File: config.mk
export PLATFORM = sky130hd
export DESIGN_NAME = iir_direct_form_one_filter_core
export DESIGN_NICKNAME = d
export VERILOG_FILES = /design/src/rtl/iirdf1_pkg.sv /design/src/rtl/iirdf1_mac.sv /design/src/rtl/iir_direct_form_one_filter_core.sv
export VERILOG_INCLUDE_DIRS = /design/src /design/src/rtl
export SDC_FILE = /design/constraint.sdc
export NUM_CORES = 1
export LEC_CHECK = 0
export BUFFER_PORTS_ARGS = -buffer_cell sky130_fd_sc_hd__buf_2
export CORE_ASPECT_RATIO = 1.75
export CORE_MARGIN = 5
export CORE_UTILIZATION = 40
export DETAILED_ROUTE_END_ITERATION = 6
export PLACE_DENSITY = 0.67
export SLEW_MARGIN = 0
export SYNTH_ARGS = -nofsm -noshare
export SYNTH_HDL_FRONTEND = slang
export SYNTH_SLANG_ARGS = --single-unit
File: constraint.sdc
create_clock -name clock -period 21 [get_ports clock]
set_input_delay 1.05 -clock clock [delete_from_list [all_inputs] [get_ports clock]]
set_output_delay 1.05 -clock clock [all_outputs]
set_load 0.05 [all_outputs]
File: src/rtl/assert_macros.svh
// Assertion macros shared by the filter RTL.
// No dependencies; the macros compile to nothing when SYNTHESIS is defined.
`ifndef ASSERT_MACROS_SVH
`define ASSERT_MACROS_SVH
`ifndef SYNTHESIS
// Same-cycle implication, disabled while reset is high
`define ASSERT_IMPLY(lbl, clk, rst, ante, cons) \
   lbl: assert property (@(posedge clk) disable iff (rst) (ante) |-> (cons)) \
      else $error("assertion failed");
// Next-cycle implication, disabled while reset is high
`define ASSERT_NEXT(lbl, clk, rst, ante, cons) \
   lbl: assert property (@(posedge clk) disable iff (rst) (ante) |=> (cons)) \
      else $error("assertion failed");
`else
`define ASSERT_IMPLY(lbl, clk, rst, ante, cons)
`define ASSERT_NEXT(lbl, clk, rst, ante, cons)
`endif
`endif

File: src/rtl/iirdf1_pkg.sv
// Types and constants of the direct-form-one IIR filter.
// No dependencies; used by iirdf1_mac and iir_direct_form_one_filter_core.
package iirdf1_pkg;

   // Q2.14 coefficients
   localparam int COEF_BITS      = 16;
   localparam int FRAC_BITS      = 14;
   // headroom for the sum of up to seven products
   localparam int ACC_GUARD_BITS = 3;

   // register map
   localparam int NUM_REGS       = 7;
   localparam int REG_IDX_BITS   = 3;
   localparam int REG_FWD_0      = 0;
   localparam int REG_FB_0       = 4;

   typedef logic signed [COEF_BITS-1:0] coef_type;

   localparam coef_type COEF_UNITY = 16'sd16384;

   // sequencer to multiply-accumulate unit
   typedef struct packed {
      logic clear;
      logic mul_en;
      logic sub;
   } mac_ctl_type;

endpackage

File: src/rtl/iirdf1_mac.sv
// Shared multiply-accumulate unit: one registered product per cycle while mul_en is high, then accumulate.
// Depends on iirdf1_pkg.
module iirdf1_mac #(
   parameter int SAMPLE_BITS = 16
) (
   input  logic                         clock,
   input  logic                         reset,
   input  iirdf1_pkg::mac_ctl_type      ctl,
   input  iirdf1_pkg::coef_type         coef,
   input  logic signed [SAMPLE_BITS-1:0] data,
   output logic signed [SAMPLE_BITS+iirdf1_pkg::COEF_BITS+iirdf1_pkg::ACC_GUARD_BITS-1:0] acc
);
   import iirdf1_pkg::*;

   localparam int PROD_BITS = SAMPLE_BITS + COEF_BITS;
   localparam int ACC_BITS  = PROD_BITS + ACC_GUARD_BITS;

   logic signed [PROD_BITS-1:0] prod_in;
   logic signed [PROD_BITS-1:0] prod_ff;
   logic                        prod_vld_ff;
   logic                        prod_sub_ff;
   logic signed [ACC_BITS-1:0]  acc_in;
   logic signed [ACC_BITS-1:0]  acc_ff;

   // multiplier stage
   assign prod_in = coef * data;

   // accumulate the registered product
   always_comb begin
      priority if (ctl.clear) begin
         acc_in = '0;
      end else if (prod_vld_ff && prod_sub_ff) begin
         acc_in = acc_ff - ACC_BITS'(prod_ff);
      end else if (prod_vld_ff) begin
         acc_in = acc_ff + ACC_BITS'(prod_ff);
      end else begin
         acc_in = acc_ff;
      end
   end

   always_ff @(posedge clock) begin
      if (reset) begin
         prod_vld_ff <= 1'b0;
      end else begin
         prod_vld_ff <= ctl.mul_en && !ctl.clear;
      end
   end

   always_ff @(posedge clock) begin
      if (ctl.mul_en) begin
         prod_ff     <= prod_in;
         prod_sub_ff <= ctl.sub;
      end
      acc_ff <= acc_in;
   end

   assign acc = acc_ff;

endmodule

File: src/rtl/iir_direct_form_one_filter_core.sv
// Direct-form-one IIR filter core: 2*ORDER+1 taps through one shared multiplier.
// One word at a time: a new input is stalled until the single multiply-accumulate unit's word leaves ST_FINISH.
// The next input is taken while a finished result still waits on rsp_stall.
// Reset (synchronous): histories zero, forward_coef_0 = 1.0, other coefficients zero.
// Depends on iirdf1_pkg, iirdf1_mac and assert_macros.svh.
`include "assert_macros.svh"

module iir_direct_form_one_filter_core #(
   parameter int ORDER       = 2,
   parameter int SAMPLE_BITS = 16
) (
   input  logic                                    clock,
   input  logic                                    reset,
   input  logic                                    req_valid,
   output logic                                    req_stall,
   input  logic signed [SAMPLE_BITS-1:0]           req_sample_in,
   output logic                                    rsp_valid,
   input  logic                                    rsp_stall,
   output logic signed [SAMPLE_BITS-1:0]           rsp_sample_out,
   output logic                                    rsp_clipped,
   input  logic                                    csr_we,
   input  logic [iirdf1_pkg::REG_IDX_BITS-1:0]     csr_index,
   input  logic [iirdf1_pkg::COEF_BITS-1:0]        csr_wdata
);
   import iirdf1_pkg::*;

   localparam int NTAPS         = 2 * ORDER + 1;
   localparam int TAP_BITS      = $clog2(NTAPS + 1);
   localparam int HIST_IDX_BITS = (ORDER > 1) ? $clog2(ORDER) : 1;
   localparam int ACC_BITS      = SAMPLE_BITS + COEF_BITS + ACC_GUARD_BITS;
   localparam int ROUND_BITS    = ACC_BITS + 1;
   localparam int SHIFT_BITS    = ROUND_BITS - FRAC_BITS;

   localparam logic signed [ROUND_BITS-1:0] ROUND_HALF = ROUND_BITS'(2 ** (FRAC_BITS - 1));
   localparam logic signed [SHIFT_BITS-1:0] SAT_HI =
      {{(SHIFT_BITS - SAMPLE_BITS + 1){1'b0}}, {(SAMPLE_BITS - 1){1'b1}}};
   localparam logic signed [SHIFT_BITS-1:0] SAT_LO =
      {{(SHIFT_BITS - SAMPLE_BITS + 1){1'b1}}, {(SAMPLE_BITS - 1){1'b0}}};
   localparam logic [SAMPLE_BITS-1:0] OUT_MAX = {1'b0, {(SAMPLE_BITS - 1){1'b1}}};
   localparam logic [SAMPLE_BITS-1:0] OUT_MIN = {1'b1, {(SAMPLE_BITS - 1){1'b0}}};

   // sequencer states
   localparam logic [1:0] ST_IDLE   = 2'd0;
   localparam logic [1:0] ST_MAC    = 2'd1;
   localparam logic [1:0] ST_ROUND  = 2'd2;
   localparam logic [1:0] ST_FINISH = 2'd3;

   logic [1:0]                   state_ff, state_in;
   logic [TAP_BITS-1:0]          tap_ff, tap_in;
   logic                         rsp_valid_ff, rsp_valid_in;
   logic signed [SAMPLE_BITS-1:0] rsp_sample_ff;
   logic                         rsp_clip_ff;
   logic signed [SAMPLE_BITS-1:0] x_ff;
   logic signed [SAMPLE_BITS-1:0] xh_ff [ORDER];
   logic signed [SAMPLE_BITS-1:0] yh_ff [ORDER];
   logic signed [SAMPLE_BITS-1:0] res_y_ff, res_y_in;
   logic                         res_clip_ff, res_clip_in;
   coef_type                     coef_ff [NUM_REGS];

   logic                         req_take;
   logic                         finish_go;
   logic                         taps_done;
   mac_ctl_type                  mac_ctl;
   coef_type                     coef_sel;
   logic signed [SAMPLE_BITS-1:0] data_sel;
   logic                         sub_sel;
   logic signed [ACC_BITS-1:0]   mac_acc;
   logic signed [ROUND_BITS-1:0] round_sum;
   logic signed [SHIFT_BITS-1:0] rounded;
   logic [TAP_BITS-1:0]          fwd_off;
   logic [TAP_BITS-1:0]          fb_off;

   // handshake
   assign req_stall = (state_ff != ST_IDLE);
   assign req_take  = req_valid && !req_stall;
   assign finish_go = (state_ff == ST_FINISH) && (!rsp_valid_ff || !rsp_stall);
   assign taps_done = (tap_ff == TAP_BITS'(NTAPS));

   // tap select: b0*x, then b[i]*x[n-i], then a[j]*y[n-1-j] subtracted
   assign fwd_off = tap_ff - TAP_BITS'(1);
   assign fb_off  = tap_ff - TAP_BITS'(ORDER + 1);

   always_comb begin
      priority if (tap_ff == '0) begin
         coef_sel = coef_ff[REG_IDX_BITS'(REG_FWD_0)];
         data_sel = x_ff;
         sub_sel  = 1'b0;
      end else if (tap_ff <= TAP_BITS'(ORDER)) begin
         coef_sel = coef_ff[REG_IDX_BITS'(REG_FWD_0) + REG_IDX_BITS'(tap_ff)];
         data_sel = xh_ff[HIST_IDX_BITS'(fwd_off)];
         sub_sel  = 1'b0;
      end else begin
         coef_sel = coef_ff[REG_IDX_BITS'(REG_FB_0) + REG_IDX_BITS'(fb_off)];
         data_sel = yh_ff[HIST_IDX_BITS'(fb_off)];
         sub_sel  = 1'b1;
      end
   end

   assign mac_ctl.clear  = req_take;
   assign mac_ctl.mul_en = (state_ff == ST_MAC) && !taps_done;
   assign mac_ctl.sub    = sub_sel;

   iirdf1_mac #(
      .SAMPLE_BITS (SAMPLE_BITS)
   ) u_mac (
      .clock (clock),
      .reset (reset),
      .ctl   (mac_ctl),
      .coef  (coef_sel),
      .data  (data_sel),
      .acc   (mac_acc)
   );

   // round half up, floor shift, saturate
   assign round_sum = ROUND_BITS'(mac_acc) + ROUND_HALF;
   assign rounded   = round_sum[ROUND_BITS-1:FRAC_BITS];

   always_comb begin
      priority if (rounded > SAT_HI) begin
         res_y_in    = OUT_MAX;
         res_clip_in = 1'b1;
      end else if (rounded < SAT_LO) begin
         res_y_in    = OUT_MIN;
         res_clip_in = 1'b1;
      end else begin
         res_y_in    = rounded[SAMPLE_BITS-1:0];
         res_clip_in = 1'b0;
      end
   end

   // sequencer
   always_comb begin
      state_in = state_ff;
      tap_in   = tap_ff;
      unique case (state_ff)
         ST_IDLE: begin
            if (req_take) begin
               state_in = ST_MAC;
               tap_in   = '0;
            end
         end
         ST_MAC: begin
            if (taps_done) begin
               state_in = ST_ROUND;
            end else begin
               tap_in = tap_ff + TAP_BITS'(1);
            end
         end
         ST_ROUND: begin
            state_in = ST_FINISH;
         end
         ST_FINISH: begin
            if (finish_go) begin
               state_in = ST_IDLE;
            end
         end
         default: begin
            state_in = ST_IDLE;
         end
      endcase
   end

   // output word register
   always_comb begin
      priority if (finish_go) begin
         rsp_valid_in = 1'b1;
      end else if (rsp_stall) begin
         rsp_valid_in = rsp_valid_ff;
      end else begin
         rsp_valid_in = 1'b0;
      end
   end

   always_ff @(posedge clock) begin
      if (reset) begin
         state_ff     <= ST_IDLE;
         tap_ff       <= '0;
         rsp_valid_ff <= 1'b0;
      end else begin
         state_ff     <= state_in;
         tap_ff       <= tap_in;
         rsp_valid_ff <= rsp_valid_in;
      end
   end

   // payload registers
   always_ff @(posedge clock) begin
      if (req_take) begin
         x_ff <= req_sample_in;
      end
      if (state_ff == ST_ROUND) begin
         res_y_ff    <= res_y_in;
         res_clip_ff <= res_clip_in;
      end
      if (finish_go) begin
         rsp_sample_ff <= res_y_ff;
         rsp_clip_ff   <= res_clip_ff;
      end
   end

   // sample histories, newest first
   always_ff @(posedge clock) begin
      if (reset) begin
         for (int i = 0; i < ORDER; i++) begin
            xh_ff[i] <= '0;
            yh_ff[i] <= '0;
         end
      end else if (finish_go) begin
         for (int i = ORDER - 1; i > 0; i--) begin
            xh_ff[i] <= xh_ff[i-1];
            yh_ff[i] <= yh_ff[i-1];
         end
         xh_ff[0] <= x_ff;
         yh_ff[0] <= res_y_ff;
      end
   end

   // coefficient registers; index past the map is dropped
   always_ff @(posedge clock) begin
      if (reset) begin
         for (int i = 0; i < NUM_REGS; i++) begin
            coef_ff[i] <= '0;
         end
         coef_ff[REG_FWD_0] <= COEF_UNITY;
      end else if (csr_we && (csr_index < REG_IDX_BITS'(NUM_REGS))) begin
         coef_ff[csr_index] <= csr_wdata;
      end
   end

   assign rsp_valid      = rsp_valid_ff;
   assign rsp_sample_out = rsp_sample_ff;
   assign rsp_clipped    = rsp_clip_ff;

   // checks
   `ASSERT_IMPLY(a_tap_bound, clock, reset, state_ff == ST_MAC, tap_ff <= TAP_BITS'(NTAPS))
   `ASSERT_NEXT(a_round_to_finish, clock, reset, state_ff == ST_ROUND, state_ff == ST_FINISH)
   `ASSERT_IMPLY(a_rsp_from_finish, clock, reset, $rose(rsp_valid_ff), $past(state_ff) == ST_FINISH)
   `ASSERT_IMPLY(a_clip_at_rail, clock, reset, rsp_valid_ff && rsp_clip_ff, (rsp_sample_ff == OUT_MAX) || (rsp_sample_ff == OUT_MIN))

endmodule
==> results of run 1 <==
layout make-up:
type	count	area, sq um	share of cell area
Timing Repair Buffer	99	598	0.0207
Clock buffer	47	906	0.0314
Antenna cell	1	2.50	0.0000867
Sequential cell	320	8840	0.307
Inverter	376	1410	0.0489
Tap cell	889	1110	0.0386
Multi-Input combinational cell	1762	15900	0.551
Clock inverter	9	81.3	0.00282
per-layer routing:
metal	wire [um]	up-vias
li1	-	8539
met5	0	-
met1	24200	9407
met3	2850	214
met4	4170	0
met2	38400	567
path summary, 6_finish.rpt:
path         cells after the start                      start                     endpoint
max reg2reg                     26     tap_ff[0]$_SDFFE_PP0P_  u_mac.prod_ff[30]$_DFFE_PP_
max                             26     tap_ff[0]$_SDFFE_PP0P_  u_mac.prod_ff[30]$_DFFE_PP_
min                              0  res_clip_ff$_SDFFCE_PN1P_        rsp_clipped$_DFFE_PP_
min reg2reg                      0  res_clip_ff$_SDFFCE_PN1P_        rsp_clipped$_DFFE_PP_
metrics by stage:
step                      total power [uW]  std cells  utilization
final                                 3270       3503        0.436
after floorplan                       2260       2556            -
after CTS                             3300       3502        0.436
after detailed placement              2730       3446        0.421
after global placement                2700       3446        0.421
after global routing                  3530       3502        0.436
registers in the layout (all words and copies together) (netlist names), named ones only:
| register | cells |
|---|---|
| coef_ff | 128 |
| u_mac.acc | 35 |
| u_mac.prod_ff | 32 |
| xh_ff | 32 |
| yh_ff | 32 |
| res_y_ff | 16 |
| rsp_sample_out | 16 |
| x_ff | 16 |
| tap_ff | 3 |
| state_ff | 2 |
| res_clip_ff | 1 |
| rsp_clipped | 1 |
| rsp_valid | 1 |
| u_mac.prod_sub_ff | 1 |
| u_mac.prod_vld_ff | 1 |
synthesized netlist by cell type (9+ instances only):
cell type and count:
inv_1 371, xnor2_1 73, o21ai_0 41, dfxtp_1 77, nor3_1 21, buf_2 29
xor2_1 33, nand2b_1 22, edfxtp_1 243, mux4_2 64, o221ai_1 12, nor2b_1 18
a31oi_1 11, a21o_1 24, mux2_2 12, o21ai_2 10, and2_1 75, clkbuf_1 50
o21a_1 9, nor2_1 343, ha_1 127, o21bai_1 16, a211oi_1 11, nand2_1 222
fa_1 263, a21oi_1 123, nand3_1 20, buf_4 13, mux2i_1 64, and3_1 10
cell families (layout without fill, tap and decap cells):
group / after synthesis / count (layout) / share of synthesized area
and+or+nand+nor: 774 / 774 / 0.129
buffers and inverters: 474 / 531 / 0.0720
adders and majority gates: 390 / 390 / 0.258
AOI/OAI and AO/OA: 336 / 336 / 0.0882
DFF: 320 / 320 / 0.333
muxes: 140 / 140 / 0.0836
xor gates and xnor gates: 106 / 106 / 0.0350
other: 1 / 17 / 0.000141
cells in the final DEF (no fill, tap or decap), types with 7 or more instances in the layout:
master,n
nand4_1,8
o21a_1,9
mux2i_1,64
a21oi_1,123
clkbuf_1,9
o21ai_2,10
dfxtp_1,74
a211o_1,7
o21bai_1,15
nor2_1,341
o21ai_0,41
and3_1,10
xnor2_1,73
nand3_1,20
mux4_2,64
a21o_1,24
edfxtp_1,243
clkbuf_8,7
nand2_1,222
ha_1,126
inv_1,370
nor2b_1,17
a211oi_1,11
fa_1,263
a31oi_1,10
nor3_1,20
nor4_1,7
buf_2,58
xor2_1,33
and2_1,75
conb_1,16
clkbuf_16,31
mux2_2,12
buf_4,41
nand2b_1,21
o221ai_1,11
power groups by stage:
stage / Sequential (uW) / Clock [uW] / Combinational (uW)
5_1_grt: 996 / 579 / 1950
4_1_cts: 984 / 557 / 1760
6_report: 986 / 546 / 1740
3_3_place_gp: 991 / 0 / 1710
3_5_place_dp: 994 / 0 / 1740
2_1_floorplan: 956 / 0 / 1310
critical path: stages (launching register included):
cell and delay, ns:
dfxtp_4 0.71, inv_1 0.17, ha_2 0.35, buf_4 0.50
mux4_2 0.58, nand2_1 0.08, a21oi_1 0.08, a221oi_2 0.85
inv_2 0.21, nor2_1 0.22, fa_1 0.49, fa_1 0.54
fa_1 0.52, fa_1 0.53, fa_1 0.56, inv_1 0.06
fa_1 0.53, inv_1 0.04, ha_1 0.37, a21o_1 0.20
a21o_1 0.17, a221o_1 0.37, a31oi_4 0.22, o21ai_1 0.13
o21a_1 0.19, a31oi_1 0.19, xnor2_1 0.11
==> impl_metrics.toml, run 1 <==
[global_route]
grt_pass1_vias = 20602
grt_pass1_wl_um = 112000
grt_overflow_total = 0
grt_antenna_before_repair = 1
grt-busiest-layer = "met2"
grt_usage = 0.197
met1_usage = 0.207
grt_use_met3 = 0.0190
use_met2 = 0.384
grt_max_degree = 65

[sta]
hold_viol_final = 0
timing.final.crit_share = 0.445
worst_slack_ns = 11.67
setup_violations = 0
clock.fmax_mhz = 107
slew_headroom = 0.223
worst_slew_pin_slew_ns = 1.17
slew_violations = 0
fin_crit_ns = 9.33
rsz0062_at_grt = "no"
whs_ns = 0.418
finalSetupTns_ns = 0
skew_ns = 0.0560

[clock_tree]
cts_hold_buffers = 0
cts_buffers = 30
root_buffer = "clkbuf_16"
ctsResizeCount = 0
clkTransAtPathRegs_ns = 0.06
post-cts-setup-buffers = 0
htreeDepth = 1
cts_buffer_depth = 3
cts_tree = "yes"
cts.sinks = 320
clock_latency_ns = 0.62

[cells_and_area]
design_area_sq_mm = 0.0289
fillCellCount = 6119
drive_gt1_frac = 0.109
fin_nets = 3019
synthToLayoutAreaGrowth_pct = 8.76

[synth]
synth_async_sr_flop_share = 0
yosysWarnings = 0
synthTopCellsByArea = "edfxtp_1, fa_1, ha_1"
ys_types = 84
synth_area_sq_mm = 0.0265
synth_edf_count = 243
seq_area_frac_synth = 0.333
syn_area_per_cell_sq_um = 10.4
ys.flop_type = "edfxtp_1"
synth_seq_cells = 320
synth_top_area_cell = "edfxtp_1"
synthCells = 2541
synth_top_area_share = 0.275

[critical_path]
r2r_slack_ns = 11.67
required_ns = 21.31
cp_data_arrival_time_ns = 9.65
cp-end-kind = "flip-flop"
path_class = "reg2reg"
crit_fanout = 35
crit_path_start_kind = "flip-flop"

[pwr]
power_density_mw_per_mm2 = 114
power.internal_uw = 1850
power.share.combinational = 0.532
power_switching_share = 0.436
p_switching_uw = 1430
ir_worst_vdd_v = 0.0000602
pwr-share-clk = 0.167
leakage_uw = 0.0122
seqPwrFrac = 0.301

[placed_design]
io_buffers = 58
placed_area_sq_mm = 0.0279
gp_congestion = 0.938
dp_slack_ns = 11.76
hpwl_um = 54500

[floorplan]
die_h_um = 351
design.core.area_sq_mm = 0.0662
dieArea_sq_mm = 0.0718
rows = 125
die_w_um = 205
num_io_pins = 59
initial_utilization = 0.401

[detailed_routing]
drc = 0
antenna_left = 0
wl_um = 69600
via_per_inst = 5.35
wl_per_cell_um = 19.9
first_iter_violations = 1059
via_count = 18727
dr.pass1.iters = 6

[flow_run]
cap_violations = 0

[status]
status = "completed"

[min_path]
worst_hold_path_type = "reg2reg"
Note: power is estimated with default switching activity, not from simulation.
==> inputs of run 2 (changes only) <==
- PLACE_DENSITY: 0.67 -> 0.69
- clock period: 21 -> 8.25 ns (I/O delays scaled with it)
==> run 2 against run 1 <==
Compared with the run above:
- non-clock buffer count rose by 41
- sequential cell count unchanged
- first-iteration DRC count rose by 9.5%
- critical path type unchanged
- critical endpoint is now u_mac.prod_ff[31]$_DFFE_PP_
- largest cell class unchanged
==> impl_metrics.toml, run 2 (synthesized netlist as in run 1, its figures left out) <==
[placed_design]
io_buffers = 58
hpwl_um = 53300
placed_area_sq_mm = 0.0281
gp_congestion = 0.938

[sta]
hold_viol_final = 0
skew_ns = 0.00835
slew_violations = 0
slew_headroom = 0.194
fin_crit_ns = 7.96
setup_violations = 0
whs_ns = 0.103
finalSetupTns_ns = 0
worst_slew_pin_slew_ns = 1.21
timing.final.crit_share = 0.965
rsz0062_at_grt = "no"
clock.fmax_mhz = 126

[pwr]
power_density_mw_per_mm2 = 289
leakage_uw = 0.0125
ir_worst_vdd_v = 0.000201

[flow_run]
cap_violations = 0

[floorplan]
die_w_um = 205
design.core.area_sq_mm = 0.0662
dieArea_sq_mm = 0.0718
num_io_pins = 59
die_h_um = 351
rows = 125
initial_utilization = 0.401

[cells_and_area]
drive_gt1_frac = 0.121
regArea_sq_mm = 0.00884
design_area_sq_mm = 0.0295
fillCellCount = 6143
multi_input_area_sq_mm = 0.0159
fin_nets = 3061
final_common_cell = "inv_1"
synthToLayoutAreaGrowth_pct = 11.1
antennaDiodeCount = 0
largest_register = "coef_ff"
largest_reg_flops = 128
final_cell_mix = "inv_1, nor2_1, fa_1"

[global_route]
grt_use_met3 = 0.0194
use_met2 = 0.373
grt_usage = 0.194
met1_usage = 0.196
grt_overflow_total = 0
grt_max_degree = 67
grt_pass1_vias = 19996
grt-busiest-layer = "met2"
grt_pass1_wl_um = 109000
grt_antenna_before_repair = 0

[critical_path]
crit_fanout = 13
cpPeakStageDelay_ns = 0.58
cp-end-kind = "flip-flop"
required_ns = 8.60
cp_data_arrival_time_ns = 8.31
crit_slowest_cell = "fa_1"
path_class = "reg2reg"
crit_path_start_kind = "flip-flop"

[clock_tree]
cts_tree = "yes"
htreeDepth = 1
cts_buffer_depth = 3
clkTransAtPathRegs_ns = 0.07
root_buffer = "clkbuf_16"
clock_latency_ns = 0.61
cts_buffers = 31
cts.sinks = 320

[status]
status = "completed"

[detailed_routing]
antenna_left = 0
drc = 0
wl_per_cell_um = 19.5
dr.pass1.iters = 5
via_per_inst = 5.32
first_iter_violations = 1160
wl_um = 69100
via_count = 18868

[min_path]
worst_hold_path_type = "in2reg"
## run 2: cell count changes in the layout (fill, tap and decap cells not counted), moves of 2 or more
cell | before | now
buf_12 | 0 | 7
nor2_2 | 0 | 2
clkbuf_8 | 7 | 2
dlygate4sd3_1 | 0 | 16
bufinv_16 | 0 | 6
clkinv_1 | 4 | 2
clkbuf_1 | 9 | 6
inv_8 | 0 | 2
buf_4 | 41 | 58
clkinv_2 | 1 | 4
## run 2: per-layer routing
layer | vias up | part of all wire
met3 | 262 | 0.042
met4 | 0 | 0.078
li1 | 8616 | -
met1 | 9389 | 0.34
met5 | - | 0
met2 | 601 | 0.54
## run 2: final timing paths
kind / start / end / slack, ns / cells after the start
worst min register to register: res_clip_ff$_SDFFCE_PN1P_ / rsp_clipped$_DFFE_PP_ / 0.42 / 0
worst max-delay path: tap_ff[1]$_SDFFE_PP0P_ / u_mac.prod_ff[31]$_DFFE_PP_ / 0.29 / 29
worst max register to register: tap_ff[1]$_SDFFE_PP0P_ / u_mac.prod_ff[31]$_DFFE_PP_ / 0.29 / 29
worst min-delay path: rsp_stall / rsp_valid$_SDFFE_PP0P_ / 0.10 / 3
## run 2: power breakdown
| group | switching [uW] | internal [uW] | total (uW) |
|---|---|---|---|
| clock | 670 | 910 | 1580 |
| combinational | 2650 | 1760 | 4410 |
| sequential | 303 | 2210 | 2510 |
## run 2: cell type report
| cell class | count | share of cell area |
|---|---|---|
| Inverter | 376 | 0.0479 |
| Timing Repair Buffer | 140 | 0.0357 |
| Multi-Input combinational cell | 1762 | 0.540 |
| Clock inverter | 19 | 0.00990 |
| Sequential cell | 320 | 0.300 |
| Tap cell | 889 | 0.0378 |
| Clock buffer | 39 | 0.0280 |
## run 2: critical path, delay by kind of cell, from the launching register on
| family | cells | cell delay, ns |
|---|---|---|
| fa+ha+maj | 8 | 3.83 |
| simple gates | 3 | 0.24 |
| flops | 1 | 0.39 |
| buf+inv | 8 | 0.87 |
| xor+xnor | 1 | 0.12 |
| mux | 1 | 0.51 |
| compound gates | 8 | 1.70 |
## run 2: timing repair
action | 4_1_cts | 5_1_grt
endpoints found under the hold margin | 16 | 0
hold buffers | 16 | 0
endpoints found under the setup margin | 0 | 4
gates resized for setup | 0 | 4
setup buffers | 0 | 1
## run 2: through the flow
stage	setup WS (ns)	utilization	total power, uW	std cells
2_1_floorplan	0.0159	-	5760	2556
3_3_place_gp	0.365	0.425	6890	3469
3_5_place_dp	0.266	0.425	6890	3469
4_1_cts	0.224	0.444	8550	3543
5_1_grt	0.00230	0.445	9130	3545
6_report	0.291	0.445	8500	3545
